**config.mk**
```make
export PLATFORM = sky130hd
export DESIGN_NAME = boltzmann_partition_sum_core
export DESIGN_NICKNAME = d
export VERILOG_FILES = /design/src/rtl/bps_pkg.sv /design/src/rtl/boltzmann_partition_sum_core.sv
export SDC_FILE = /design/constraint.sdc
export NUM_CORES = 2
export LEC_CHECK = 0
export BUFFER_PORTS_ARGS = -buffer_cell sky130_fd_sc_hd__clkbuf_2
export CORE_MARGIN = 2
export CORE_UTILIZATION = 45
export CTS_CLUSTER_DIAMETER = 120
export CTS_CLUSTER_SIZE = 30
export DETAILED_ROUTE_END_ITERATION = 6
export GPL_TIMING_DRIVEN = 0
export PLACE_DENSITY = 0.68
export RECOVER_POWER = 25
export SYNTH_ARGS = -nofsm -noshare
export SYNTH_HDL_FRONTEND = slang
export SYNTH_SLANG_ARGS = --single-unit
```
**constraint.sdc**
```tcl
create_clock -name clk -period 13.5 [get_ports clk]
set_input_delay 0.675 -clock clk [delete_from_list [all_inputs] [get_ports clk]]
set_output_delay 0.675 -clock clk [all_outputs]
set_load 0.005 [all_outputs]
```
**src/rtl/bps_pkg.sv**
```systemverilog
// Shared types, constants and table functions for the partition sum core.
package bps_pkg;

	localparam int SUM_FRAC_BITS_DEF  = 24;
	localparam int EXP_TABLE_BITS_DEF = 6;

	localparam int SUM_W   = 48;
	localparam int TEMP_W  = 16;
	localparam int ENERGY_W = 24;
	localparam int JQ_W    = 10;
	localparam int INV_W   = 32;
	localparam int MANT_W  = 31;
	localparam int FRAC_W  = 30;
	localparam int IP_W    = 18;

	localparam logic [31:0] KQ30       = 32'd2228783405;
	localparam logic [29:0] LN2Q30     = 30'd744261118;
	localparam logic [30:0] ONEQ30     = 31'h4000_0000;
	localparam logic [15:0] TEMP_RESET = 16'd1000;
	localparam logic [31:0] INV_RESET  = 32'd2228783;

	localparam logic REG_TEMPERATURE = 1'b0;

	typedef enum logic [3:0] {
		ST_IDLE,
		ST_DIV,
		ST_MULY,
		ST_TAB,
		ST_MULA,
		ST_MULAA,
		ST_MULP,
		ST_MULT,
		ST_SHIFT,
		ST_ACC
	} state_t;

	// floor square root, bit by bit
	function automatic logic [63:0] isqrt64(input logic [63:0] val);
		logic [63:0] v;
		logic [63:0] res;
		logic [63:0] b;
		v   = val;
		res = '0;
		b   = 64'h4000_0000_0000_0000;
		for (int i = 0; i < 32; i++) begin
			if (v >= res + b) begin
				v   = v - (res + b);
				res = (res >> 1) + b;
			end else begin
				res = res >> 1;
			end
			b = b >> 2;
		end
		return res;
	endfunction

	// 2^(-2^-k) in Q30 by repeated square roots
	function automatic logic [29:0] fac_entry(input int k);
		logic [63:0] v;
		v = isqrt64(64'h0800_0000_0000_0000);
		for (int i = 2; i <= k; i++)
			v = isqrt64(v << 30);
		return v[29:0];
	endfunction

endpackage

```
**src/rtl/boltzmann_partition_sum_core.sv**
```systemverilog
// Boltzmann partition sum core: iterative fixed-point exp and accumulate.
//
// Each level runs from acceptance through the energy scaling, table, polynomial,
// degeneracy, shift and accumulate states to the sum update, and the block
// returns to idle before it takes the next level. The first level of a set
// first runs the restoring divider that forms 1/T. One 32x32 multiplier
// under the sequencer does the energy scaling, the table factors, the
// polynomial, and the degeneracy product, so the block takes one level at a
// time and holds in_stall high while it works. A temperature write takes
// effect at the next set. The result of a set appears on the level marked
// last and waits in an output register; a last level that finds that
// register still full holds until it drains.
module boltzmann_partition_sum_core #(
	parameter int SUM_FRAC_BITS  = bps_pkg::SUM_FRAC_BITS_DEF,
	parameter int EXP_TABLE_BITS = bps_pkg::EXP_TABLE_BITS_DEF
) (
	input  logic        clk,
	input  logic        arst_n,
	input  logic        psel,
	input  logic        penable,
	input  logic        pwrite,
	input  logic [2:0]  paddr,
	input  logic [31:0] pwdata,
	output logic [31:0] prdata,
	output logic        pready,
	input  logic        in_valid,
	output logic        in_stall,
	input  logic [bps_pkg::ENERGY_W-1:0] level_energy,
	input  logic [bps_pkg::JQ_W-1:0]     rot_quantum,
	input  logic        last_level,
	output logic        out_valid,
	input  logic        out_stall,
	output logic [bps_pkg::SUM_W-1:0]    partition_sum,
	output logic        sum_saturated
);
	import bps_pkg::*;

	localparam int R_W    = FRAC_W - EXP_TABLE_BITS;
	localparam int KC_W   = $clog2(EXP_TABLE_BITS);
	localparam int T_W    = 42;
	localparam int TERM_W = (SUM_FRAC_BITS > 30) ? T_W + SUM_FRAC_BITS - 30 : T_W;
	localparam int SH_OFS = 30 - SUM_FRAC_BITS;

	state_t state_q, state_d;

	logic [TEMP_W-1:0]   temp_q;
	logic                open_q;
	logic [INV_W-1:0]    inv_q;
	logic [ENERGY_W-1:0] e_q;
	logic [JQ_W-1:0]     j_q;
	logic                last_q;
	logic [31:0]         div_q;
	logic [TEMP_W-1:0]   rem_q;
	logic [TEMP_W-1:0]   tdiv_q;
	logic [4:0]          dcnt_q;
	logic [KC_W-1:0]     kc_q;
	logic [IP_W-1:0]     ip_q;
	logic [FRAC_W-1:0]   frac_q;
	logic [MANT_W-1:0]   m_q;
	logic [29:0]         a_q;
	logic [MANT_W-1:0]   p_q;
	logic [T_W-1:0]      t_q;
	logic [TERM_W-1:0]   term_q;
	logic [SUM_W-1:0]    sum_q;
	logic                sat_q;
	logic [SUM_W-1:0]    osum_q;
	logic                osat_q;

	logic [29:0] fac_w [EXP_TABLE_BITS];

	for (genvar g = 0; g < EXP_TABLE_BITS; g++) begin : g_fac
		assign fac_w[g] = fac_entry(g + 1);
	end

	// configuration port
	logic cfg_wr;
	assign cfg_wr = psel && penable && pwrite && (paddr[2] == REG_TEMPERATURE);
	assign pready = 1'b1;
	assign prdata = (paddr[2] == REG_TEMPERATURE) ? {16'b0, temp_q} : 32'b0;

	always_ff @(posedge clk or negedge arst_n) begin
		if (!arst_n) begin
			temp_q <= TEMP_RESET;
		end else if (cfg_wr) begin
			temp_q <= pwdata[TEMP_W-1:0];
		end
	end

	// handshake
	logic in_acc, out_free, last_done;
	assign in_stall  = (state_q != ST_IDLE);
	assign in_acc    = in_valid && !in_stall;
	assign out_free  = !out_valid || !out_stall;
	assign last_done = (state_q == ST_ACC) && last_q && out_free;
	assign partition_sum = osum_q;
	assign sum_saturated = osat_q;

	// divider step
	logic [TEMP_W:0] remx;
	logic            qbit;
	logic [31:0]     div_nx;
	assign remx   = {rem_q, div_q[31]};
	assign qbit   = (remx >= {1'b0, tdiv_q});
	assign div_nx = {div_q[30:0], qbit};

	// shared multiplier
	logic [31:0] mul_a, mul_b;
	logic [63:0] prod;
	logic [4:0]  fidx;
	assign fidx = 5'(29 - int'(kc_q));

	always_comb begin
		mul_a = '0;
		mul_b = '0;
		case (state_q)
			ST_MULY: begin
				mul_a = inv_q;
				mul_b = 32'(e_q);
			end
			ST_TAB: begin
				mul_a = 32'(m_q);
				mul_b = 32'(fac_w[kc_q]);
			end
			ST_MULA: begin
				mul_a = 32'(frac_q[R_W-1:0]);
				mul_b = 32'(LN2Q30);
			end
			ST_MULAA: begin
				mul_a = 32'(a_q);
				mul_b = 32'(a_q);
			end
			ST_MULP: begin
				mul_a = 32'(m_q);
				mul_b = 32'(p_q);
			end
			ST_MULT: begin
				mul_a = 32'(m_q);
				mul_b = 32'({j_q, 1'b1});
			end
			default: begin
				mul_a = '0;
				mul_b = '0;
			end
		endcase
	end
	assign prod = 64'(mul_a) * 64'(mul_b);

	// scale shift and accumulate
	logic signed [19:0] sh_w;
	logic [5:0]         shl_w;
	logic [TERM_W-1:0]  term_w;
	logic [SUM_W:0]     acc_w;
	logic               ovf_w;
	assign sh_w  = signed'(20'(ip_q)) + 20'(SH_OFS);
	assign shl_w = 6'(-sh_w);
	always_comb begin
		if (sh_w[19])
			term_w = TERM_W'(t_q) << shl_w;
		else if (sh_w >= 20'sd64)
			term_w = '0;
		else
			term_w = TERM_W'(t_q >> sh_w[5:0]);
	end
	assign acc_w = {1'b0, sum_q} + (SUM_W + 1)'(term_q);
	// carry out of the add means the sum clamps
	assign ovf_w = acc_w[SUM_W];

	// sequencer
	always_ff @(posedge clk or negedge arst_n) begin
		if (!arst_n) begin
			state_q <= ST_IDLE;
		end else begin
			state_q <= state_d;
		end
	end

	always_comb begin
		state_d = state_q;
		unique case (state_q)
			ST_IDLE:  if (in_acc) state_d = open_q ? ST_MULY : ST_DIV;
			ST_DIV:   if (dcnt_q == 5'd31) state_d = ST_MULY;
			ST_MULY:  state_d = ST_TAB;
			ST_TAB:   if (int'(kc_q) == EXP_TABLE_BITS - 1) state_d = ST_MULA;
			ST_MULA:  state_d = ST_MULAA;
			ST_MULAA: state_d = ST_MULP;
			ST_MULP:  state_d = ST_MULT;
			ST_MULT:  state_d = ST_SHIFT;
			ST_SHIFT: state_d = ST_ACC;
			ST_ACC:   if (!last_q || out_free) state_d = ST_IDLE;
			default:  state_d = ST_IDLE;
		endcase
	end

	// control registers
	always_ff @(posedge clk or negedge arst_n) begin
		if (!arst_n) begin
			open_q    <= 1'b0;
			inv_q     <= INV_RESET;
			sum_q     <= '0;
			sat_q     <= 1'b0;
			out_valid <= 1'b0;
			dcnt_q    <= '0;
			kc_q      <= '0;
		end else begin
			if (out_valid && !out_stall)
				out_valid <= 1'b0;
			if (state_q == ST_IDLE) begin
				dcnt_q <= '0;
				kc_q   <= '0;
			end
			if (state_q == ST_DIV) begin
				dcnt_q <= dcnt_q + 5'd1;
				if (dcnt_q == 5'd31) begin
					inv_q  <= div_nx;
					open_q <= 1'b1;
				end
			end
			if (state_q == ST_TAB)
				kc_q <= kc_q + KC_W'(1);
			if (state_q == ST_ACC && (!last_q || out_free)) begin
				if (last_done) begin
					out_valid <= 1'b1;
					open_q    <= 1'b0;
					sum_q     <= '0;
					sat_q     <= 1'b0;
				end else if (ovf_w) begin
					sum_q <= '1;
					sat_q <= 1'b1;
				end else begin
					sum_q <= acc_w[SUM_W-1:0];
				end
			end
		end
	end

	// datapath registers
	always_ff @(posedge clk) begin
		if (in_acc) begin
			e_q    <= level_energy;
			j_q    <= rot_quantum;
			last_q <= last_level;
			div_q  <= KQ30 + 32'(temp_q >> 1);
			rem_q  <= '0;
			tdiv_q <= (temp_q == '0) ? TEMP_W'(1) : temp_q;
		end
		unique case (state_q)
			ST_DIV: begin
				div_q <= div_nx;
				rem_q <= qbit ? TEMP_W'(remx - {1'b0, tdiv_q}) : remx[TEMP_W-1:0];
			end
			ST_MULY: begin
				ip_q   <= prod[55:38];
				frac_q <= prod[37:8];
				m_q    <= ONEQ30;
			end
			ST_TAB: begin
				if (frac_q[fidx])
					m_q <= prod[60:30];
			end
			ST_MULA:  a_q <= prod[59:30];
			ST_MULAA: p_q <= ONEQ30 - MANT_W'(a_q) + prod[61:31];
			ST_MULP:  m_q <= prod[60:30];
			ST_MULT:  t_q <= prod[T_W-1:0];
			ST_SHIFT: term_q <= term_w;
			ST_ACC: begin
				if (last_done) begin
					osum_q <= ovf_w ? '1 : acc_w[SUM_W-1:0];
					osat_q <= ovf_w || sat_q;
				end
			end
			default: ;
		endcase
	end

endmodule

```
# Yosys cells after proc, flatten, opt, wreduce, memory -nomap -nowiden
# Memories as Yosys holds them, arrays and structs flattened.
# Cells that the tools add are included.
# W data, S select, Z words.
dict set report classes {
  reduce_logical 29
  eq_ne 16
  bitwise_logic 2
  n_addsub 10
  order_cmp 4
  mux 37
  shifts 2
  multipliers 1
}
# operator count
set ops {}
lappend ops {{$pmux W31 S6} 1}
lappend ops {{$pmux W32 S4} 1}
lappend ops {{$mux W48} 2}
lappend ops {{$pmux W31 S3} 1}
lappend ops {{$mux W42} 2}
lappend ops {{$mux W16} 4}
lappend ops {{$mux W32} 2}
lappend ops {{$mul A32 B32 Y62} 1}
lappend ops {{$mux W30} 2}
lappend ops {{$add A48 B42 Y49} 1}
lappend ops {{$shl A42 B6 Y42} 1}
lappend ops {{$shr A42 B6 Y42} 1}
lappend ops {{$pmux W4 S10} 1}
lappend ops {{$add A32 B15 Y32 const A} 1}
lappend ops {{$add A31 B31 Y31} 1}
lappend ops {{$mux W31} 1}
lappend ops {{$sub A31 B30 Y31 const A} 1}
lappend ops {{$add A18 B3 Y19 const B} 1}
lappend ops {{$ge A19 B7 Y1 const B} 1}
lappend ops {{$ge A17 B16 Y1} 1}
lappend ops {{$eq A4 B3 Y1 const B} 4}
lappend ops {{$logic_not A16 Y1} 1}
lappend ops {{$mux W4} 4}
lappend ops {{$sub A16 B16 Y16} 1}
lappend ops {{other kinds (30)} 64}
dict set report totals {
  out_inout_bits 84
  input_bits 77
  reg_bits 483
  memories 1
  mem_bits_ro 240
  wordCells 126
}
# name depth width read_ports rd_clocked_by_memory_dff write_ports line_no
set memory_table {}
lappend memory_table {{(no name shown)} 8 30 1 0 0 boltzmann_partition_sum_core.sv:122} ;# mul_b = 32'(fac_w[kc_q]);

# Logic depth before layout (Yosys ltp)
dict set report logic_depth {
  depth_word 8
  mapped_depth 49
  mapped_depth_nobuf 45
}

# Least setup slack after synthesis
# Ideal clock, no wire load.
dict set report synth_timing {
  path_kind {reg-to-reg}
  from {register state_q[3]}
  to {register p_q[29] (data pin)}
  stages_incl_launch_ff 42
  period_less_slack_ns 12.228
  required_ns 13.236
  setup_time_ns 0.264
  t_arrival_ns 11.964
  path_slack_ns 1.272
  n_path_buf 3
  cell_sequence {dfrtp_1 nand2b_1 buf_1 nor2_1 nand2_1 nand4_1 clkbuf_1 nand2_1 fa_1 inv_1 fa_1 inv_1 fa_1 fa_1 fa_1 inv_1 fa_1 fa_1 [6 not listed] o21ai_0 a21oi_1 o21bai_1 xor2_1 ha_1 ha_1 inv_1 fa_1 nor2b_1 o21a_1 o21ai_0 a311oi_1 nor2_1 o21ai_0 o22ai_1 o21ai_0 a221oi_1 xnor2_1}
}
dict set report synth_via {
  elab_chain_len 5
  word_cells_on_any_way 11
  cone_classes {add/sub (1); mul (1); eq/ne (6); mux (2); reduce/logical (1)}
}
# item line_no
set synth_rtl {}
lappend synth_rtl {{start: declaration} boltzmann_partition_sum_core.sv:44} ;# state_t state_q, state_d;
lappend synth_rtl {{start signal: assignment} boltzmann_partition_sum_core.sv:173} ;# state_q <= state_d;
lappend synth_rtl {{$eq A4 B2 Y1 or $eq A4 B3 Y1 (tied branches)} boltzmann_partition_sum_core.sv:115} ;# case (state_q)
lappend synth_rtl {{$reduce_or A3 Y1 (no source line)} --}
lappend synth_rtl {{$pmux W32 S4} boltzmann_partition_sum_core.sv:115}
lappend synth_rtl {{$mul A32 B32 Y62 *} boltzmann_partition_sum_core.sv:146} ;# assign prod = 64'(mul_a) * 64'(mul_b);
lappend synth_rtl {{via prod[32]} boltzmann_partition_sum_core.sv:108} ;# logic [63:0] prod;
lappend synth_rtl {{$add A31 B31 Y31 *} boltzmann_partition_sum_core.sv:261} ;# ST_MULAA: p_q <= ONEQ30 - MANT_W'(a_q) + prod[61:31];
lappend synth_rtl {{end signal: assignment} boltzmann_partition_sum_core.sv:261}
lappend synth_rtl {{end: declaration} boltzmann_partition_sum_core.sv:61} ;# logic [MANT_W-1:0] p_q;
# Mark *: on every way through the listed nets, which the timed path passes. The rest lies on a longest branch.
# A chain may end at the register's enable or synchronous reset.

# Final worst setup path
dict set report layout_timing {
  from {register state_q[3]}
  to {register p_q[30] (data pin)}
}
# The elaborated chain is that of the path after synthesis.

==> run summary <==
Maximum fanout encountered on the critical timing path: 10
Area occupied by registers: 14000 sq um
Arrival time at the worst endpoint: 13.75 ns
Total Die Area: 130000 sq um
Core area: 126000 sq um
Area contributors post-synth: sky130_fd_sc_hd__fa_1, sky130_fd_sc_hd__edfxtp_1, sky130_fd_sc_hd__ha_1, sky130_fd_sc_hd__nand2_1, sky130_fd_sc_hd__inv_1
Synth warnings: 0
Routed WL per cell: 26.5 um
Combined area of all synthesized cells: 57300 sq um
Clock skew: 0.0464 ns
Leading area contributor after synthesis: sky130_fd_sc_hd__fa_1
RR Startpoint: state_q[3]
Minimum clock period after layout: 13.33 ns
Via/cell ratio: 5.85
Clock-pin slew on the worst setup and hold paths: 0.14 ns
Final HPWL DP: 169000 um
CTS buffer count: 20
Maximum number of pins on one net before global-route repair: 101
Post-route fraction of the period consumed by the critical path: 0.987
Antenna violations before repair: 6
Crit end category: register
Kind of start point of the critical path: register
Relative area change from synthesis to final layout: 7.55%
Clock tree sinks: 483
Required time of the critical path: 13.92 ns
Setup Crit Path Kind: reg2reg
Transition time at the pin with the least slew margin: 5.93 ns
Most frequent CP cell: sky130_fd_sc_hd__fa_1
Top-area cell type share of the netlist area: 0.303
Cell Count, Final, Fillers Out: 7856
Final net count: 7513
Die width: 361 um
Master cell of the clock root buffer: sky130_fd_sc_hd__clkbuf_16
Violated checks: design-rule violations, max-capacitance violations, max-slew violations
Slowest Stage Delay on Critical Path: 0.63 ns
Number of vias in the routed layout: 45.9k
Post-Synthesis Cells: 5983
Overall fraction of global-route tracks in use: 0.317
Total wire length: 208000 um
Number of register bits inferred by synthesis: 483
Worst reg2reg path depth: 41
Starting utilization of the core area: 0.455
DRC violation count after routing: 3
Fin. max-slew vios: 101
Max H-tree Level: 1
DRC violation total after the first TritonRoute iteration: 5336
Async set or reset register ratio after synthesis: 0.230
Die Ht: 361 um
EDFF count, synth: 372
# rows: 130
Top Ports: 161
Register-to-Register Setup Slack: 0.17 ns
Setup violators final: 0
Start point of the critical path: state_q[3]
TritonCTS clock tree: yes
Post-synthesis sequential area ratio: 0.244
Port buffer count: 125
Insertion delay to the later sink of the worst-skew pair: 0.59 ns
Drt pass-1 iters: 7
Buffers from clock root to sink, at most: 3
Max Cap Violations: 1
Worst hold-check path type: in2reg
Number of global-route vias before repair: 45.5k
Post-DRT Antenna Nets: 0
Final Hold Vio Count: 0
Endpoint of the lowest-slack register-to-register path: p_q[30]
Dominant delay contributor by cell family on the critical path: adder cells
Remaining global-route overflow: 0
Bufs and invs on worst path: 6
Top flip-flop cell by instance count after synthesis: sky130_fd_sc_hd__edfxtp_1
Global-route wire length before repair: 302000 um
Highest Clock Rate: 75.0 MHz
Post-synthesis area per instance: 9.58 sq um
Fraction of layout cells with a size suffix above 1: 0.0809
Number of cells on the critical path: 41
Cell count after placement: 7794
Global placement routability congestion: 1.05
End of the critical path: p_q[30]
Number of distinct library cells after synthesis: 90
Worst relative slew slack: -2.96
Number of inserted filler cells in the final layout: 11.9k
Result of the run: finished with violations
Critical path's slowest cell: sky130_fd_sc_hd__fa_1
Footprint of the multi-input gates: 38800 sq um
==> routing by layer <==
layer,vias to the layer above,GRT usage,part of all wire
met1,23163,0.433,0.39
li1,19555,-,-
met2,2638,0.468,0.42
met5,-,0,0.00044
met4,8,0.164,0.066
met3,556,0.0775,0.12
==> worst reg2reg max path, delay by kind of cell (launching register included) <==
family	cells	cell delay, ns
xor+xnor	3	0.61
fa+ha+maj	11	5.02
flops	1	0.55
compound gates	14	3.63
buf+inv	6	1.67
simple gates	7	1.71
==> sequential cells by signal, indices dropped and copies added, names as in the netlist, 3 cells and up <==
name and flops:
a_q 30, tdiv_q 16, partition_sum 48, m_q 31, p_q 31, rem_q 16
t_q 42, kc_q 3, j_q 10, temp_q 16, state_q 4, inv_q 32
frac_q 30, sum_q 48, div_q 32, e_q 24, ip_q 18, term_q 42
dcnt_q 5
==> cells in the mapped netlist (21+ instances only) <==
| cell type | instances |
|---|---|
| sky130_fd_sc_hd__xor2_1 | 54 |
| sky130_fd_sc_hd__nand2_1 | 939 |
| sky130_fd_sc_hd__mux2i_1 | 50 |
| sky130_fd_sc_hd__a21o_1 | 102 |
| sky130_fd_sc_hd__nor2b_1 | 63 |
| sky130_fd_sc_hd__nand4_1 | 53 |
| sky130_fd_sc_hd__dfrtp_1 | 97 |
| sky130_fd_sc_hd__o21ai_0 | 132 |
| sky130_fd_sc_hd__nand3_1 | 42 |
| sky130_fd_sc_hd__a31oi_1 | 34 |
| sky130_fd_sc_hd__clkbuf_1 | 269 |
| sky130_fd_sc_hd__and2_1 | 49 |
| sky130_fd_sc_hd__nor2_1 | 613 |
| sky130_fd_sc_hd__fa_1 | 868 |
| sky130_fd_sc_hd__ha_1 | 378 |
| sky130_fd_sc_hd__buf_2 | 32 |
| sky130_fd_sc_hd__edfxtp_1 | 372 |
| sky130_fd_sc_hd__inv_1 | 933 |
| sky130_fd_sc_hd__and3_1 | 34 |
| sky130_fd_sc_hd__mux4_2 | 21 |
| sky130_fd_sc_hd__a22o_1 | 45 |
| sky130_fd_sc_hd__nor3_1 | 29 |
| sky130_fd_sc_hd__a21oi_1 | 186 |
| sky130_fd_sc_hd__o211ai_1 | 31 |
| sky130_fd_sc_hd__o21a_1 | 23 |
| sky130_fd_sc_hd__mux2_2 | 59 |
| sky130_fd_sc_hd__and4_1 | 23 |
| sky130_fd_sc_hd__a211oi_1 | 34 |
| sky130_fd_sc_hd__xnor2_1 | 100 |
| sky130_fd_sc_hd__o21bai_1 | 21 |
| sky130_fd_sc_hd__or2_2 | 23 |
| sky130_fd_sc_hd__nand2b_1 | 28 |
==> repair_timing <==
item,4_1_cts,5_1_grt
buffers inserted,20,19
gates resized for setup,90,116
hold buffers,1,0
pin swaps,12,12
hold endpoints to repair,11,0
endpoints found under the setup margin,25,13
==> worst min-delay path by stage <==
stage                          start   endpoint  slack (ns)  cells after the start
floorplan                     arst_n  dcnt_q[0]        0.38                      0
global placement           dcnt_q[4]  dcnt_q[4]        0.46                      2
detailed placement         dcnt_q[4]  dcnt_q[4]        0.47                      2
CTS                 level_energy[23]    e_q[23]        0.21                      1
global route        level_energy[22]    e_q[22]        0.21                      1
finish              level_energy[23]    e_q[23]        0.23                      1
==> placed cells by master, fill, tap and decap left out, types with 20 or more instances in the layout <==
cell and count:
sky130_fd_sc_hd__a211oi_1 30, sky130_fd_sc_hd__a21o_1 102, sky130_fd_sc_hd__a21oi_1 183, sky130_fd_sc_hd__a22o_1 45, sky130_fd_sc_hd__a31oi_1 34, sky130_fd_sc_hd__and2_1 44, sky130_fd_sc_hd__and3_1 34, sky130_fd_sc_hd__buf_2 34
sky130_fd_sc_hd__buf_4 55, sky130_fd_sc_hd__clkbuf_1 212, sky130_fd_sc_hd__clkbuf_16 21, sky130_fd_sc_hd__clkbuf_2 172, sky130_fd_sc_hd__conb_1 23, sky130_fd_sc_hd__dfrtp_1 97, sky130_fd_sc_hd__edfxtp_1 372, sky130_fd_sc_hd__fa_1 868
sky130_fd_sc_hd__ha_1 378, sky130_fd_sc_hd__inv_1 932, sky130_fd_sc_hd__mux2_2 59, sky130_fd_sc_hd__mux2i_1 50, sky130_fd_sc_hd__mux4_2 21, sky130_fd_sc_hd__nand2_1 935, sky130_fd_sc_hd__nand2b_1 28, sky130_fd_sc_hd__nand3_1 41
sky130_fd_sc_hd__nand4_1 53, sky130_fd_sc_hd__nor2_1 609, sky130_fd_sc_hd__nor2b_1 63, sky130_fd_sc_hd__nor3_1 24, sky130_fd_sc_hd__o211ai_1 31, sky130_fd_sc_hd__o21a_1 22, sky130_fd_sc_hd__o21ai_0 130, sky130_fd_sc_hd__o21bai_1 20
sky130_fd_sc_hd__or2_2 23, sky130_fd_sc_hd__xnor2_1 98, sky130_fd_sc_hd__xor2_1 52
==> cell families after synthesis <==
kind of cell	synth area share
and+or+nand+nor	0.144
buffers and inverters	0.0854
adders and majority gates	0.386
AOI/OAI and AO/OA	0.0884
DFF	0.244
xor gates and xnor gates	0.0235
muxes	0.0286
other	0.000131
==> through the flow <==
stage	instance area [sq um]	setup slack (ns)	util	hold WS (ns)	TNS, ns
after CTS	61400	-0.0248	0.487	0.212	-0.0248
final	61600	0.172	0.489	0.230	0
after detailed placement	60400	-1.85	0.479	0.472	-25.40
after floorplan	57400	1.27	-	0.379	0
after global routing	61600	-0.0406	0.489	0.207	-0.0406
after global placement	60100	-3.42	0.477	0.456	-110.67
==> layout make-up <==
cell class | count | area share
Timing Repair Buffer | 180 | 0.0190
Inverter | 934 | 0.0569
Clock buffer | 35 | 0.00938
Clock inverter | 1 | 0.000487
Multi-Input combinational cell | 4249 | 0.630
Buffer | 322 | 0.0242
Antenna cell | 2 | 0.0000812
Sequential cell | 483 | 0.227
Tap cell | 1650 | 0.0335
Power is left out: the tool's default activity adds up to more than one toggle a clock period on the data nets, which glitch-free logic cannot reach.
